**src/sv/inactivity_power_state_manager_top_defines.svh**
```systemverilog
// Assertion macros shared by the RTL modules.
`ifndef INACTIVITY_POWER_STATE_MANAGER_TOP_DEFINES_SVH
`define INACTIVITY_POWER_STATE_MANAGER_TOP_DEFINES_SVH

// Check a property on an explicit clock and active-low reset.
`define IPSM_ASSERT_CLK(label, clk, rst_n, prop, msg) \
  label: assert property (@(posedge clk) disable iff (!rst_n) prop) else $error(msg);

// Check a property on clk_i and rst_ni.
`define IPSM_ASSERT(label, prop, msg) \
  `IPSM_ASSERT_CLK(label, clk_i, rst_ni, prop, msg)

`endif

```
**src/sv/ipsm_pkg.sv**
```systemverilog
`default_nettype none

package ipsm_pkg;

  localparam int unsigned TimeW   = 32;
  localparam int unsigned SyncW   = 16;
  localparam int unsigned CodeW   = 3;
  localparam int unsigned CfgIdxW = 3;

  typedef enum logic [5:0] {
    ST_BLOCKED   = 6'b000001,
    ST_RECENT    = 6'b000010,
    ST_DIM       = 6'b000100,
    ST_SLEEP     = 6'b001000,
    ST_DIMSLEEP  = 6'b010000,
    ST_SHUTDOWN  = 6'b100000
  } state_e;

  typedef enum logic [CodeW-1:0] {
    CODE_BLOCKED  = 3'd0,
    CODE_RECENT   = 3'd1,
    CODE_DIM      = 3'd2,
    CODE_SLEEP    = 3'd3,
    CODE_DIMSLEEP = 3'd4,
    CODE_SHUTDOWN = 3'd5
  } state_code_e;

  typedef enum logic [CfgIdxW-1:0] {
    CFG_FULL_CPU        = 3'd0,
    CFG_LIGHT_SLEEP     = 3'd1,
    CFG_FULL_BRIGHTNESS = 3'd2,
    CFG_SHUTDOWN        = 3'd3,
    CFG_SYNC_WINDOW     = 3'd4,
    CFG_SHUTDOWN_EN     = 3'd5,
    CFG_LIGHT_SLEEP_EN  = 3'd6
  } cfg_reg_e;

  typedef struct packed {
    logic [TimeW-1:0] full_cpu_ms;
    logic [TimeW-1:0] light_sleep_ms;
    logic [TimeW-1:0] full_brightness_ms;
    logic [TimeW-1:0] shutdown_ms;
    logic [SyncW-1:0] sync_window_ms;
    logic             shutdown_enable;
    logic             light_sleep_enable;
  } cfg_t;

  typedef struct packed {
    logic             func;
    logic             core;
    logic [TimeW-1:0] now_ms;
    logic             save_blocked;
    logic             audio_busy;
  } item_t;

  typedef struct packed {
    state_code_e power_state;
    logic        state_moved;
    logic        brightness_full;
    logic        cpu_max;
    logic        init_pulse;
    logic        shutdown_request;
    logic        sleep_request;
  } result_t;

  function automatic state_code_e encode_state(state_e st);
    state_code_e code;
    code = CODE_RECENT;
    unique case (st)
      ST_BLOCKED:  code = CODE_BLOCKED;
      ST_RECENT:   code = CODE_RECENT;
      ST_DIM:      code = CODE_DIM;
      ST_SLEEP:    code = CODE_SLEEP;
      ST_DIMSLEEP: code = CODE_DIMSLEEP;
      ST_SHUTDOWN: code = CODE_SHUTDOWN;
      default:     code = CODE_RECENT;
    endcase
    return code;
  endfunction

endpackage

`default_nettype wire

```
**src/sv/ipsm_cfg.sv**
```systemverilog
`default_nettype none

module ipsm_cfg (
  input  wire logic                          clk_i,
  input  wire logic                          rst_ni,
  input  wire logic                          wr_en_i,
  input  wire logic [ipsm_pkg::CfgIdxW-1:0] wr_index_i,
  input  wire logic [ipsm_pkg::TimeW-1:0]   wr_data_i,
  output ipsm_pkg::cfg_t                     cfg_o
);

  ipsm_pkg::cfg_t cfg_q, cfg_d;

  always_comb begin
    cfg_d = cfg_q;
    if (wr_en_i) begin
      unique case (ipsm_pkg::cfg_reg_e'(wr_index_i))
        ipsm_pkg::CFG_FULL_CPU:        cfg_d.full_cpu_ms        = wr_data_i;
        ipsm_pkg::CFG_LIGHT_SLEEP:     cfg_d.light_sleep_ms     = wr_data_i;
        ipsm_pkg::CFG_FULL_BRIGHTNESS: cfg_d.full_brightness_ms = wr_data_i;
        ipsm_pkg::CFG_SHUTDOWN:        cfg_d.shutdown_ms        = wr_data_i;
        ipsm_pkg::CFG_SYNC_WINDOW:
          cfg_d.sync_window_ms = wr_data_i[ipsm_pkg::SyncW-1:0];
        ipsm_pkg::CFG_SHUTDOWN_EN:     cfg_d.shutdown_enable    = wr_data_i[0];
        ipsm_pkg::CFG_LIGHT_SLEEP_EN:  cfg_d.light_sleep_enable = wr_data_i[0];
        default: ;
      endcase
    end
  end

  always_ff @(posedge clk_i or negedge rst_ni) begin
    if (!rst_ni) begin
      cfg_q.full_cpu_ms        <= 32'd10000;
      cfg_q.light_sleep_ms     <= 32'd30000;
      cfg_q.full_brightness_ms <= 32'd60000;
      cfg_q.shutdown_ms        <= 32'd300000;
      cfg_q.sync_window_ms     <= 16'd20;
      cfg_q.shutdown_enable    <= 1'b0;
      cfg_q.light_sleep_enable <= 1'b0;
    end else begin
      cfg_q <= cfg_d;
    end
  end

  assign cfg_o = cfg_q;

endmodule

`default_nettype wire

```
**src/sv/ipsm_core.sv**
```systemverilog
`default_nettype none

`include "inactivity_power_state_manager_top_defines.svh"

module ipsm_core (
  input  wire logic                 clk_i,
  input  wire logic                 rst_ni,
  input  wire logic                 adv_i,
  input  wire ipsm_pkg::item_t      item_i,
  input  wire ipsm_pkg::cfg_t       cfg_i,
  output ipsm_pkg::result_t         res_o
);

  ipsm_pkg::state_e             state_q, state_d;
  logic [ipsm_pkg::TimeW-1:0]   last_q, last_d;
  logic [ipsm_pkg::TimeW-1:0]   poll_q [2];
  logic [ipsm_pkg::TimeW-1:0]   poll_d [2];
  logic [1:0]                   mark_q, mark_d;
  logic                         init_q, latch_q, latch_d;

  logic                         first;
  logic                         sleep_blk;
  logic [ipsm_pkg::TimeW-1:0]   last_eff, idle, age;
  logic [ipsm_pkg::TimeW-1:0]   poll_eff [2];
  ipsm_pkg::state_e             target;
  logic                         changed, shut, sleep_req, sleep_ok, other_mark;
  logic                         other;
  ipsm_pkg::state_code_e        code;

  assign first     = !init_q;
  assign sleep_blk = item_i.save_blocked | item_i.audio_busy;
  assign other     = ~item_i.core;
  assign last_eff  = first ? item_i.now_ms : last_q;
  assign poll_eff[0] = first ? item_i.now_ms : poll_q[0];
  assign poll_eff[1] = first ? item_i.now_ms : poll_q[1];
  assign idle      = item_i.now_ms - last_eff;
  assign age       = item_i.now_ms - poll_eff[other];

  always_comb begin
    priority if (item_i.save_blocked) begin
      target = ipsm_pkg::ST_BLOCKED;
    end else if (idle >= cfg_i.shutdown_ms) begin
      target = (cfg_i.shutdown_enable && !sleep_blk) ? ipsm_pkg::ST_SHUTDOWN
                                                     : ipsm_pkg::ST_DIMSLEEP;
    end else if (idle >= cfg_i.full_brightness_ms) begin
      target = ipsm_pkg::ST_DIMSLEEP;
    end else if (idle >= cfg_i.light_sleep_ms) begin
      target = ipsm_pkg::ST_SLEEP;
    end else if (idle >= cfg_i.full_cpu_ms) begin
      target = ipsm_pkg::ST_DIM;
    end else begin
      target = ipsm_pkg::ST_RECENT;
    end
  end

  always_comb begin
    state_d    = state_q;
    last_d     = last_eff;
    poll_d[0]  = poll_eff[0];
    poll_d[1]  = poll_eff[1];
    mark_d     = mark_q;
    latch_d    = latch_q;
    changed    = 1'b0;
    shut       = 1'b0;
    sleep_req  = 1'b0;
    sleep_ok   = 1'b0;
    other_mark = 1'b0;
    if (item_i.func) begin
      last_d  = item_i.now_ms;
      latch_d = 1'b0;
    end else begin
      changed = (target != state_q);
      state_d = target;
      if (changed) begin
        mark_d = 2'b00;
        if (target == ipsm_pkg::ST_SHUTDOWN && !latch_q) begin
          latch_d = 1'b1;
          shut    = 1'b1;
        end
      end
      sleep_ok = !sleep_blk && cfg_i.light_sleep_enable &&
                 (target == ipsm_pkg::ST_SLEEP || target == ipsm_pkg::ST_DIMSLEEP);
      other_mark = mark_d[other];
      if (sleep_ok) begin
        mark_d[item_i.core] = 1'b1;
        if (other_mark && (age <= {{(ipsm_pkg::TimeW-ipsm_pkg::SyncW){1'b0}},
                                   cfg_i.sync_window_ms})) begin
          mark_d    = 2'b00;
          sleep_req = 1'b1;
        end
      end else begin
        mark_d = 2'b00;
      end
      poll_d[item_i.core] = item_i.now_ms;
    end
  end

  assign code = ipsm_pkg::encode_state(state_d);

  always_comb begin
    res_o.power_state      = code;
    res_o.state_moved      = changed;
    res_o.brightness_full  = (code <= ipsm_pkg::CODE_SLEEP);
    res_o.cpu_max          = (code <= ipsm_pkg::CODE_RECENT);
    res_o.init_pulse       = first;
    res_o.shutdown_request = shut;
    res_o.sleep_request    = sleep_req;
  end

  always_ff @(posedge clk_i or negedge rst_ni) begin
    if (!rst_ni) begin
      state_q   <= ipsm_pkg::ST_RECENT;
      last_q    <= '0;
      poll_q[0] <= '0;
      poll_q[1] <= '0;
      mark_q    <= 2'b00;
      init_q    <= 1'b0;
      latch_q   <= 1'b0;
    end else if (adv_i) begin
      state_q   <= state_d;
      last_q    <= last_d;
      poll_q[0] <= poll_d[0];
      poll_q[1] <= poll_d[1];
      mark_q    <= mark_d;
      init_q    <= 1'b1;
      latch_q   <= latch_d;
    end
  end

  `IPSM_ASSERT(a_shut_in_state, adv_i && res_o.shutdown_request |=> (state_q == ipsm_pkg::ST_SHUTDOWN) && latch_q, "shutdown request without shutdown state")
  `IPSM_ASSERT(a_sleep_clears, adv_i && res_o.sleep_request |=> mark_q == 2'b00, "ready marks kept after sleep request")
  `IPSM_ASSERT(a_act_unlatch, adv_i && item_i.func |=> !latch_q && init_q, "activity left shutdown latch set")

endmodule

`default_nettype wire

```
**src/sv/inactivity_power_state_manager_top.sv**
```systemverilog
// Pipeline: an input transaction is held in the input register, then its result
//   in the result register, which presents it until it is taken.
// Throughput: one item per cycle while the output is not stalled; the state update
//   for an item settles combinationally between the input and result registers.
// Reset: asynchronous, active low; clears the pipeline, the power state (to
//   recently active), timestamps, ready marks and flags, and restores the
//   configuration defaults.
`default_nettype none

`include "inactivity_power_state_manager_top_defines.svh"

module inactivity_power_state_manager_top (
  input  wire logic        clk_i,
  input  wire logic        rst_ni,
  input  wire logic        s_axis_tvalid,
  output      logic        s_axis_tready,
  // core[0], now_ms[32:1], save_blocked[33], audio_busy[34], zero fill
  input  wire logic [39:0] s_axis_tdata,
  // func[0]
  input  wire logic [0:0]  s_axis_tuser,
  output      logic        m_axis_tvalid,
  input  wire logic        m_axis_tready,
  // power_state[2:0], state_moved[3], brightness_full[4], cpu_max[5],
  // init_pulse[6], shutdown_request[7], sleep_request[8], zero fill
  output      logic [15:0] m_axis_tdata,
  input  wire logic        cfg_valid_i,
  output      logic        cfg_ready_o,
  input  wire logic [2:0]  cfg_index_i,
  input  wire logic [31:0] cfg_data_i
);

  ipsm_pkg::cfg_t    cfg;
  ipsm_pkg::item_t   item_q;
  ipsm_pkg::result_t res, res_q;
  logic              in_vld_q, out_vld_q;
  logic              in_fire, adv, out_free;

  assign cfg_ready_o = 1'b1;

  ipsm_cfg u_cfg (
    .clk_i      (clk_i),
    .rst_ni     (rst_ni),
    .wr_en_i    (cfg_valid_i & cfg_ready_o),
    .wr_index_i (cfg_index_i),
    .wr_data_i  (cfg_data_i),
    .cfg_o      (cfg)
  );

  assign out_free      = !out_vld_q || m_axis_tready;
  assign adv           = in_vld_q && out_free;
  assign s_axis_tready = !in_vld_q || out_free;
  assign in_fire       = s_axis_tvalid && s_axis_tready;

  always_ff @(posedge clk_i or negedge rst_ni) begin
    if (!rst_ni) begin
      in_vld_q <= 1'b0;
    end else if (s_axis_tready) begin
      in_vld_q <= s_axis_tvalid;
    end
  end

  always_ff @(posedge clk_i) begin
    if (in_fire) begin
      item_q.func         <= s_axis_tuser[0];
      item_q.core         <= s_axis_tdata[0];
      item_q.now_ms       <= s_axis_tdata[32:1];
      item_q.save_blocked <= s_axis_tdata[33];
      item_q.audio_busy   <= s_axis_tdata[34];
    end
  end

  ipsm_core u_core (
    .clk_i  (clk_i),
    .rst_ni (rst_ni),
    .adv_i  (adv),
    .item_i (item_q),
    .cfg_i  (cfg),
    .res_o  (res)
  );

  always_ff @(posedge clk_i or negedge rst_ni) begin
    if (!rst_ni) begin
      out_vld_q <= 1'b0;
    end else if (out_free) begin
      out_vld_q <= in_vld_q;
    end
  end

  always_ff @(posedge clk_i) begin
    if (adv) begin
      res_q <= res;
    end
  end

  assign m_axis_tvalid = out_vld_q;
  assign m_axis_tdata  = {7'd0, res_q.sleep_request, res_q.shutdown_request,
                          res_q.init_pulse, res_q.cpu_max, res_q.brightness_full,
                          res_q.state_moved, res_q.power_state};

  `IPSM_ASSERT(a_stall_holds_item, !s_axis_tready |-> in_vld_q && out_vld_q, "input stalled with free pipeline")
  `IPSM_ASSERT(a_adv_fills_out, adv |=> out_vld_q, "advanced item lost before result register")

endmodule

`default_nettype wire
```
**config.mk**
```make
export PLATFORM = sky130hd
export DESIGN_NAME = inactivity_power_state_manager_top
export DESIGN_NICKNAME = d
export VERILOG_FILES = /design/src/sv/ipsm_pkg.sv /design/src/sv/ipsm_cfg.sv /design/src/sv/ipsm_core.sv /design/src/sv/inactivity_power_state_manager_top.sv
export VERILOG_INCLUDE_DIRS = /design/src /design/src/sv
export SDC_FILE = /design/constraint.sdc
export NUM_CORES = 1
export LEC_CHECK = 0
export ABC_AREA = 1
export BUFFER_PORTS_ARGS = -buffer_cell sky130_fd_sc_hd__buf_4
export CAP_MARGIN = 20
export CORE_MARGIN = 2
export CORE_UTILIZATION = 57
export CTS_CLUSTER_DIAMETER = 100
export DETAILED_ROUTE_END_ITERATION = 7
export PLACE_DENSITY_LB_ADDON = 0.2
export REMOVE_ABC_BUFFERS = 1
export SKIP_CTS_REPAIR_TIMING = 1
export SLEW_MARGIN = 20
export SYNTH_ARGS = -nofsm -noshare
export SYNTH_HDL_FRONTEND = slang
export SYNTH_SLANG_ARGS = --single-unit
```
**constraint.sdc**
```tcl
create_clock -name clk_i -period 5.2 [get_ports clk_i]
set_input_delay 0.78 -clock clk_i [delete_from_list [all_inputs] [get_ports clk_i]]
set_output_delay 0.78 -clock clk_i [all_outputs]
set_load 0.01 [all_outputs]
```
==> key figures, run 1 <==
Status
  • Outcome: finished, final reports clean

Synth
  • Post-synth EDFFs: 45
  • Count of cell types in the netlist: 52
  • Post-synthesis sequential area ratio: 0.382
  • Gate Count Post-Synth: 2602
  • Async SR Flop Fraction: 0.849
  • Ranking of synthesized cells by area: dfrtp_1 28%, ha_1 13%, nand2_1 10%
  • Main synth FF type: dfrtp_1
  • Synth area leader: dfrtp_1
  • Yosys warning count: 0
  • Post-Syn Area per Cell: 7.79 um2
  • Synth top area share: 0.276
  • Synthesis-stage register bit count: 299
  • Cell Area, Synth: 20300 um2

Route
  • Via Count: 18.1k
  • Routed WL per cell: 17.3 um
  • Routed wire length: 55.1 mm
  • Vias/cell: 5.68
  • Top Metal Used: met4
  • DRC: 0
  • Met2 wire length: 25.2 mm
  • Met3 Routed Length: 3.61 mm
  • WL met1: 24.0 mm
  • DRT iter0 DRCs: 1407
  • First drt pass iteration count: 6
  • Final ANT Viol Nets: 0

Setup path
  • CP peak stage delay: 0.48 ns
  • Top cell by count, worst path: nand2_2
  • CP Data Arrival Time: 5.37 ns
  • Reg-to-reg startpoint: u_core.init_q$_DFFE_PN0P_
  • Endpoint class of the critical path: flop
  • Slowest cell on crit path: dfrtp_2
  • Setup CP Type: reg -> reg
  • Setup crit start: u_core.init_q$_DFFE_PN0P_
  • CP required: 5.51 ns
  • Worst setup SP type: flop
  • R2R Setup Slk: 0.14 ns
  • CP top delay family: simple AND/OR/NAND/NOR gates
  • WP buf/inv: 8
  • Crit path max fanout: 15

Timing
  • Setup ws final: 0.136 ns
  • Clock skew: 0.0272 ns
  • Unrepaired setup endpoints after global routing: true
  • Worst-Margin Slew: 0.977 ns
  • Hold violation count in the final report: 0
  • Fmax: 197 MHz
  • Final TNS setup: 0 ns
  • Final setup violation count: 0
  • Max Slew Vio Count: 0
  • Min Tclk post-route: 5.06 ns
  • Period utilization: 0.974
  • Hold_ws: 0.170 ns
  • Slew HR: 0.347

Final layout
  • Antenna Cells: 0
  • Most frequent cells in the layout: 525 x nand2_1, 346 x inv_1, 314 x o21ai_0
  • Layout area overhead: 15.2%
  • Most common cell after layout, fill and taps aside: nand2_1
  • Fin cells: 3184
  • Share of cells above drive strength 1: 0.143
  • Filler cells: 3021
  • Number of nets in the layout: 2986

Placed design
  • Dpl hpwl: 39.8 mm
  • Placement Setup Slack: -0.176 ns
  • # port buffers: 86
  • Placed insts: 3104
  • RePlAce Congestion: 1.04

Global route
  • First-pass GRT wire length: 87.1 mm
  • All-Layer GR Usage: 0.299
  • Initial antenna violation count: 0
  • Vias in the first global route: 17.0k
  • Pin count of the biggest net entering global routing: 161
  • Total grt overflow: 0

Power
  • Leak pwr: 11.2 nW
  • Switch share: 0.438
  • Logic pwr share: 0.556
  • Pwr Total: 13.5 mW
  • Pwr dens: 579 nW/um2
  • Peak VDD IR: 0.459 mV
  • Clock share of power: 0.198
  • NetSw: 5.93 mW
  • Sequential share of power: 0.247
  • Pint: 7.60 mW

Floorplan
  • Die Y: 193 um
  • Initial core utilization: 0.574
  • Row cnt: 69
  • Ports: 100
  • Die X: 193 um
  • Core Box Area: 35300 um2
  • Total die area: 37100 um2

Clock network
  • Clock Pin Slew Worst Setup and Hold Paths: 0.06 ns
  • Clk sinks: 299
  • CTS tree: built
  • CTS buffer count: 35
  • Root Driver: clkbuf_16
  • Clk buf depth: 3
  • CTS H-Tree Depth: 2
  • Worst-skew pair later-pin latency: 0.57 ns

Hold path
  • Hold Path Class: in -> async

Run
  • Max-Cap Viols: 0
==> flip-flops by register name (all words and copies together) (netlist names) <==
name            count
u_core.state_q      6
u_core.poll_q      64
u_cfg.cfg_o       146
u_core.init_q       1
in_vld_q            1
u_core.last_q      32
u_core.latch_q      1
u_core.mark_q       2
m_axis_tvalid       1
m_axis_tdata        9
item_q             36
==> cell usage after synthesis, types with 17 or more instances <==
cell	count
o21ai_1	23
o221ai_1	31
edfxtp_1	45
nor2_1	151
nand2_2	17
o21a_1	44
a21oi_1	261
o21ai_0	316
clkbuf_1	83
nand2_1	541
dfstp_2	30
o21bai_1	33
nand4_1	29
xor2_1	34
dfrtp_1	224
nand3_1	41
ha_1	207
inv_1	350
==> cell type report <==
class | count | area (um2) | share of cell area
multi-input combinational | 1849 | 11200 | 0.481
sequential | 299 | 7750 | 0.331
inverter | 366 | 1370 | 0.0588
timing repair buffer | 145 | 1190 | 0.0508
clock buffer | 51 | 1020 | 0.0435
tap | 461 | 577 | 0.0247
clock inverter | 13 | 228 | 0.00974
==> metal layers <==
metal / vias up / global-route usage
li1: 8846 / -
met1: 8472 / 0.395
met2: 628 / 0.486
met3: 133 / 0.0555
met4: 0 / 0.115
met5: - / 0
==> power groups by stage <==
stage	combinational (mW)	clock, mW	sequential [mW]
after detailed placement	7.08	0	3.35
after CTS	7.14	2.72	3.32
after global routing	8.53	2.83	3.40
final	7.52	2.67	3.33
after global placement	6.83	0	3.33
after floorplan	5.10	0	3.27
==> cells by family after synthesis <==
kind of cell / count (synthesis) / synth area share
simple gates: 828 / 0.171
compound gates: 754 / 0.209
buf+inv: 460 / 0.0870
flops: 299 / 0.382
fa+ha+maj: 209 / 0.130
xor+xnor: 50 / 0.0216
other cells: 2 / 0.000370
==> per-stage QoR <==
step	util	cell area, um2
2_1_floorplan	-	19900
3_3_place_gp	0.610	21500
3_5_place_dp	0.610	21600
4_1_cts	0.646	22800
5_1_grt	0.662	23400
6_report	0.662	23400
==> worst paths after layout <==
| path | depth (start not counted) | to |
|---|---|---|
| min in group clk_i | 1 | item_q[29]$_DFFE_PP_ |
| max | 37 | m_axis_tdata[0]$_DFFE_PP_ |
| min | 1 | u_cfg.cfg_o[53]$_DFFE_PN0P_ |
| max reg2reg | 37 | m_axis_tdata[0]$_DFFE_PP_ |
| max in group asynchronous | 2 | u_cfg.cfg_o[79]$_DFFE_PN0P_ |
| min reg2reg | 2 | u_cfg.cfg_o[85]$_DFFE_PN0P_ |
No activity file was read; power rests on OpenSTA's default activity.
==> run 2, diff against run 1 <==
--- a/config.mk
+++ b/config.mk
@@ -9,8 +9,10 @@
 export ABC_AREA = 1
 export BUFFER_PORTS_ARGS = -buffer_cell sky130_fd_sc_hd__buf_4
 export CAP_MARGIN = 20
+export CELL_PAD_IN_SITES_DETAIL_PLACEMENT = 1
+export CELL_PAD_IN_SITES_GLOBAL_PLACEMENT = 2
 export CORE_MARGIN = 2
-export CORE_UTILIZATION = 57
+export CORE_UTILIZATION = 34
 export CTS_CLUSTER_DIAMETER = 100
 export DETAILED_ROUTE_END_ITERATION = 7
 export PLACE_DENSITY_LB_ADDON = 0.2
==> key figures, run 2 (same netlist as run 1, synthesis figures left out) <==
Final layout
  • Antenna Cells: 0 (unchanged)
  • Number of nets in the layout: 3081 (+3.2%)
  • Most common cell after layout, fill and taps aside: nand2_1
  • Fin cells: 3596 (+13%)
  • Most frequent cells in the layout: 524 x nand2_1, 346 x inv_1, 313 x o21ai_0
  • Layout area overhead: 21.3%
  • Max reg flops: 146 (unchanged)
  • Share of cells above drive strength 1: 0.170 (+0.0265)

Route
  • DRT iter0 DRCs: 830 (-41%)
  • Via Count: 18.3k (+1.2%)
  • Routed WL per cell: 18.8 um (+8.7%)
  • DRC: 0 (unchanged)
  • First drt pass iteration count: 5 (-1)
  • Final ANT Viol Nets: 0 (unchanged)
  • Routed wire length: 67.6 mm (+23%)
  • Vias/cell: 5.09 (-10%)

Clock network
  • CTS buffer count: 40 (+14%)
  • Clk buf depth: 3 (unchanged)
  • Root Driver: clkbuf_16
  • Clock Pin Slew Worst Setup and Hold Paths: 0.06 ns (about the same)
  • CTS H-Tree Depth: 2 (unchanged)
  • Clk sinks: 299 (unchanged)
  • CTS tree: built
  • Worst-skew pair later-pin latency: 0.57 ns (about the same)

Global route
  • Initial antenna violation count: 1 (+1)
  • GRT met3 Usage: 0.0276 (-0.0279)
  • Pin count of the biggest net entering global routing: 102 (-37%)
  • First-pass GRT wire length: 106 mm (+22%)
  • Vias in the first global route: 19.4k (+14%)
  • All-Layer GR Usage: 0.221 (-0.0781)
  • Total grt overflow: 0 (unchanged)
  • Met2 Usage GRT: 0.374 (-0.112)
  • M1 GR Usage: 0.297 (-0.0978)
  • Busiest grt layer: met2

Timing
  • Unrepaired setup endpoints after global routing: true
  • Slew HR: 0.324 (-0.0235)
  • Worst-Margin Slew: 1.01 ns (+0.0376 ns)
  • Fmax: 194 MHz (-1.9%)
  • Clock skew: 0.0352 ns (+0.00793 ns)
  • Max Slew Vio Count: 0 (unchanged)
  • Hold violation count in the final report: 0 (unchanged)
  • Min Tclk post-route: 5.16 ns (+0.0990 ns)
  • Final setup violation count: 0 (unchanged)
  • Final TNS setup: 0 ns (unchanged)
  • Period utilization: 0.993 (+0.0190)

Power
  • Switch share: 0.443 (+0.00420)
  • Pint: 8.10 mW (+6.7%)
  • NetSw: 6.43 mW (+8.5%)
  • Sequential share of power: 0.229 (-0.018)
  • Clock share of power: 0.199 (about the same)
  • Logic pwr share: 0.572 (+0.016)
  • Peak VDD IR: 0.266 mV (-42%)
  • Leak pwr: 11.7 nW (+4.4%)
  • Pwr dens: 591 nW/um2 (+2.1%)

Floorplan
  • Initial core utilization: 0.344 (-0.231)
  • Core Box Area: 59000 um2 (+67%)
  • Die X: 248 um (+29%)
  • Row cnt: 89 (+29%)
  • Die Y: 248 um (+29%)
  • Total die area: 61600 um2 (+66%)
  • Ports: 100 (unchanged)

Run
  • Max-Cap Viols: 0 (unchanged)

Placed design
  • Placed insts: 3498 (+13%)
  • Dpl hpwl: 49.6 mm (+25%)
  • RePlAce Congestion: 0.886 (-15%)
  • # port buffers: 86 (unchanged)

Setup path
  • Worst R2R Path Depth: 37 (unchanged)
  • WP buf/inv: 7 (-1)
  • Worst R2R End: m_axis_tdata[7]$_SDFFCE_PP0P_
  • Slowest cell on crit path: dfrtp_2
  • CP top delay family: simple AND/OR/NAND/NOR gates
  • R2R Setup Slk: 0.04 ns (-0.10 ns)
  • Reg-to-reg startpoint: u_core.init_q$_DFFE_PN0P_
  • CP peak stage delay: 0.47 ns (about the same)
  • CP Data Arrival Time: 5.48 ns (+0.11 ns)
  • Endpoint class of the critical path: flop
  • Top cell by count, worst path: nand2_2
  • Crit path max fanout: 7 (-8)
  • Worst setup SP type: flop
  • Setup CP Type: reg -> reg
  • CP required: 5.52 ns (about the same)

Status
  • Outcome: finished, final reports clean

Hold path
  • Hold Path Class: in -> async
## run 2: changes by cell type in the layout (fill, tap and decap cells not counted), moves of 4 or more
cell	change
buf_4	+86
a21oi_2	-5
a21oi_1	+4
clkbuf_16	+9
## run 2: final cells by class
cell class	instances	area, um2
sequential	299	7750
clock inverter	17	203
multi-input combinational	1849	11200
inverter	366	1380
fill	7179	34400
clock buffer	57	1170
tap	773	967
timing repair buffer	235	1930
## run 2: worst max path at each step
stage | to | from | cells after the start
global placement | m_axis_tdata[0]$_DFFE_PP_ | u_core.init_q$_DFFE_PN0P_ | 31
finish | m_axis_tdata[7]$_SDFFCE_PP0P_ | u_core.init_q$_DFFE_PN0P_ | 37
floorplan | m_axis_tdata[0]$_DFFE_PP_ | u_core.init_q$_DFFE_PN0P_ | 40
CTS | m_axis_tdata[0]$_DFFE_PP_ | u_core.init_q$_DFFE_PN0P_ | 31
global route | m_axis_tdata[8]$_SDFFCE_PP0P_ | u_core.init_q$_DFFE_PN0P_ | 38
detailed placement | m_axis_tdata[0]$_DFFE_PP_ | u_core.init_q$_DFFE_PN0P_ | 31
## run 2: layer usage
| layer | wire length (um) | vias up |
|---|---|---|
| met4 | 1600 | 0 |
| li1 | - | 9030 |
| met3 | 2340 | 75 |
| met1 | 31700 | 8947 |
| met2 | 32000 | 250 |
| met5 | 0 | - |
## run 2: power by group through the flow
stage / logic (mW) / clock network (mW) / registers, mW
3_5_place_dp: 7.86 / 0 / 3.36
3_3_place_gp: 7.55 / 0 / 3.33
6_report: 8.31 / 2.90 / 3.33
2_1_floorplan: 5.10 / 0 / 3.27
4_1_cts: 7.93 / 2.98 / 3.33
5_1_grt: 9.46 / 3.08 / 3.41
## run 2: worst register-to-register path, delay by kind of cell (launching register included)
| family | cells | cell delay [ns] |
|---|---|---|
| xor+xnor | 1 | 0.19 |
| buf+inv | 7 | 0.74 |
| flops | 1 | 0.47 |
| fa+ha+maj | 3 | 0.80 |
| simple gates | 20 | 1.83 |
| compound gates | 6 | 0.87 |
## run 2: per-stage QoR
step           setup slack (ns)  instance area, um2  power, mW  hold WS (ns)  utilization
3_5_place_dp             -0.114               22600       11.2         0.473        0.383
2_1_floorplan            -0.968               19900       8.37         0.453            -
6_report                 0.0370               24600       14.5         0.303        0.417
3_3_place_gp            -0.0242               22600       10.9         0.467        0.383
4_1_cts                  -0.105               24000       14.2         0.328        0.406
5_1_grt                  -0.345               24600       15.9         0.362        0.417
==> run 3, diff against run 2 <==
--- a/config.mk
+++ b/config.mk
@@ -12,7 +12,7 @@
 export CELL_PAD_IN_SITES_DETAIL_PLACEMENT = 1
 export CELL_PAD_IN_SITES_GLOBAL_PLACEMENT = 2
 export CORE_MARGIN = 2
-export CORE_UTILIZATION = 34
+export CORE_UTILIZATION = 38
 export CTS_CLUSTER_DIAMETER = 100
 export DETAILED_ROUTE_END_ITERATION = 7
 export PLACE_DENSITY_LB_ADDON = 0.2
==> constraint.sdc (replaced) <==
create_clock -name clk_i -period 5.4 [get_ports clk_i]
set_input_delay 0.81 -clock clk_i [delete_from_list [all_inputs] [get_ports clk_i]]
set_output_delay 0.81 -clock clk_i [all_outputs]
set_load 0.01 [all_outputs]
==> key figures, run 3 (same netlist as run 1, synthesis figures left out) <==
Status
  • Outcome: finished, final reports clean

Floorplan
  • Initial core utilization: 0.385 (+0.0415)
  • Die X: 235 um (-5.3%)
  • Die Y: 235 um (-5.3%)
  • Row cnt: 84 (-5.6%)
  • Core Box Area: 52700 um2 (-11%)
  • Total die area: 55200 um2 (-10%)
  • Ports: 100 (unchanged)

Timing
  • Hold violation count in the final report: 0 (unchanged)
  • Setup ws final: 0.166 ns (+0.129 ns)
  • Clock skew: 0.0273 ns (-0.00782 ns)
  • Min Tclk post-route: 5.23 ns (+0.0712 ns)
  • Period utilization: 0.969 (-0.0236)
  • Worst-Margin Slew: 1.02 ns (+0.00963 ns)
  • Slew HR: 0.315 (-0.00804)
  • Max Slew Vio Count: 0 (unchanged)
  • Final setup violation count: 0 (unchanged)
  • Unrepaired setup endpoints after global routing: true
  • Fmax: 191 MHz (-1.4%)

Placed design
  • Placed insts: 3341 (-4.5%)
  • # port buffers: 86 (unchanged)
  • Dpl hpwl: 47.7 mm (-4.0%)
  • Placement Setup Slack: -0.0397 ns (+0.0741 ns)
  • RePlAce Congestion: 0.903 (+1.9%)

Route
  • Final ANT Viol Nets: 0 (unchanged)
  • Vias/cell: 5.28 (+3.6%)
  • Routed wire length: 66.1 mm (-2.3%)
  • Routed WL per cell: 19.2 um (+2.2%)
  • DRC: 0 (unchanged)
  • First drt pass iteration count: 5 (unchanged)
  • DRT iter0 DRCs: 867 (+4.5%)
  • Via Count: 18.1k (-0.93%)

Global route
  • Initial antenna violation count: 0 (-1)
  • Total grt overflow: 0 (unchanged)
  • Pin count of the biggest net entering global routing: 133 (+30%)
  • First-pass GRT wire length: 105 mm (-1.6%)
  • All-Layer GR Usage: 0.236 (+0.0153)
  • Vias in the first global route: 19.2k (-0.81%)

Final layout
  • Layout area overhead: 18.1%
  • Fin cells: 3437 (-4.4%)
  • Most common cell after layout, fill and taps aside: nand2_1
  • Most frequent cells in the layout: 513 x nand2_1, 346 x inv_1, 312 x o21ai_0
  • Antenna Cells: 0 (unchanged)
  • Number of nets in the layout: 3009 (-2.3%)
  • Share of cells above drive strength 1: 0.152 (-0.0176)
  • Max reg flops: 146 (unchanged)

Power
  • Clock share of power: 0.193 (-0.006)
  • NetSw: 6.19 mW (-3.8%)
  • Peak VDD IR: 0.242 mV (-9.1%)
  • Switch share: 0.452 (+0.00957)
  • Logic pwr share: 0.572 (about the same)
  • Pwr Total: 13.7 mW (-5.8%)
  • Sequential share of power: 0.235 (+0.006)
  • Leak pwr: 11.3 nW (-3.2%)
  • Pwr dens: 571 nW/um2 (-3.3%)
  • Pint: 7.50 mW (-7.4%)

Setup path
  • Crit path max fanout: 6 (-1)
  • Worst setup SP type: flop
  • Slowest cell on crit path: dfrtp_2
  • CP Data Arrival Time: 5.54 ns (+0.06 ns)
  • Top cell by count, worst path: nand2_2
  • CP peak stage delay: 0.48 ns (about the same)
  • CP required: 5.71 ns (+0.19 ns)
  • Endpoint class of the critical path: flop
  • Setup CP Type: reg -> reg

Clock network
  • Clk buf depth: 3 (unchanged)
  • CTS tree: built
  • Root Driver: clkbuf_16
  • Worst-skew pair later-pin latency: 0.57 ns (about the same)
  • Clock Pin Slew Worst Setup and Hold Paths: 0.06 ns (about the same)
  • CTS H-Tree Depth: 2 (unchanged)
  • Clk sinks: 299 (unchanged)
  • CTS buffer count: 40 (unchanged)

Run
  • Max-Cap Viols: 0 (unchanged)

Hold path
  • Hold Path Class: in -> async
==> run 3: per-stage QoR <==
stage	utilization	setup TNS, ns	cell area [um2]	hold WS [ns]
2_1_floorplan	-	-7.84	19900	0.453
3_3_place_gp	0.416	0	21900	0.465
3_5_place_dp	0.416	-0.0397	21900	0.475
4_1_cts	0.440	-0.138	23200	0.260
5_1_grt	0.455	-0.756	24000	0.286
6_report	0.455	0	24000	0.243
==> run 3: cell type report <==
cell class	count	area, um2
Tap cell	688	861
Fill cell	6396	28700
Timing Repair Buffer	163	1310
Multi-Input combinational cell	1849	11400
Clock inverter	21	179
Clock buffer	51	1100
Inverter	366	1380
Sequential cell	299	7750
==> run 3: path summary, 6_finish.rpt <==
path                                             start                      endpoint  slack (ns)  cells past startpoint
setup / recovery             u_core.init_q$_DFFE_PN0P_     m_axis_tdata[0]$_DFFE_PP_        0.17                     35
hold / removal                                  rst_ni  u_core.poll_q[5]$_DFFE_PN0P_        0.24                      1
setup reg to reg             u_core.init_q$_DFFE_PN0P_     m_axis_tdata[0]$_DFFE_PP_        0.17                     35
hold reg to reg            u_cfg.cfg_o[71]$_DFFE_PN0P_   u_cfg.cfg_o[71]$_DFFE_PN0P_        0.48                      2
max in group asynchronous                       rst_ni  u_cfg.cfg_o[104]$_DFFE_PN0P_        3.86                      2
min in group clk_i                     s_axis_tdata[9]          item_q[10]$_DFFE_PP_        0.41                      1
==> run 3: worst max-delay path, delay by kind of cell, from the launching register on <==
kind                       cells  cell delay (ns)
xor gates and xnor gates       1             0.17
AOI/OAI and AO/OA              9             1.20
DFF                            1             0.48
adders and majority gates      2             0.70
and+or+nand+nor               17             1.68
buffers and inverters          6             0.73
==> run 3: routing by layer <==
layer | global-route usage | part of all wire | vias to the layer above
met5 | 0 | 0 | -
li1 | - | - | 8894
met4 | 0.0518 | 0.020 | 0
met2 | 0.403 | 0.48 | 236
met1 | 0.320 | 0.47 | 8914
met3 | 0.0280 | 0.030 | 87
==> run 3: power by group through the flow <==
stage | logic (mW) | clock network [mW] | registers, mW
2_1_floorplan | 4.91 | 0 | 3.15
3_3_place_gp | 6.89 | 0 | 3.21
3_5_place_dp | 7.20 | 0 | 3.24
4_1_cts | 7.27 | 2.71 | 3.21
5_1_grt | 8.91 | 2.80 | 3.28
6_report | 7.83 | 2.65 | 3.21
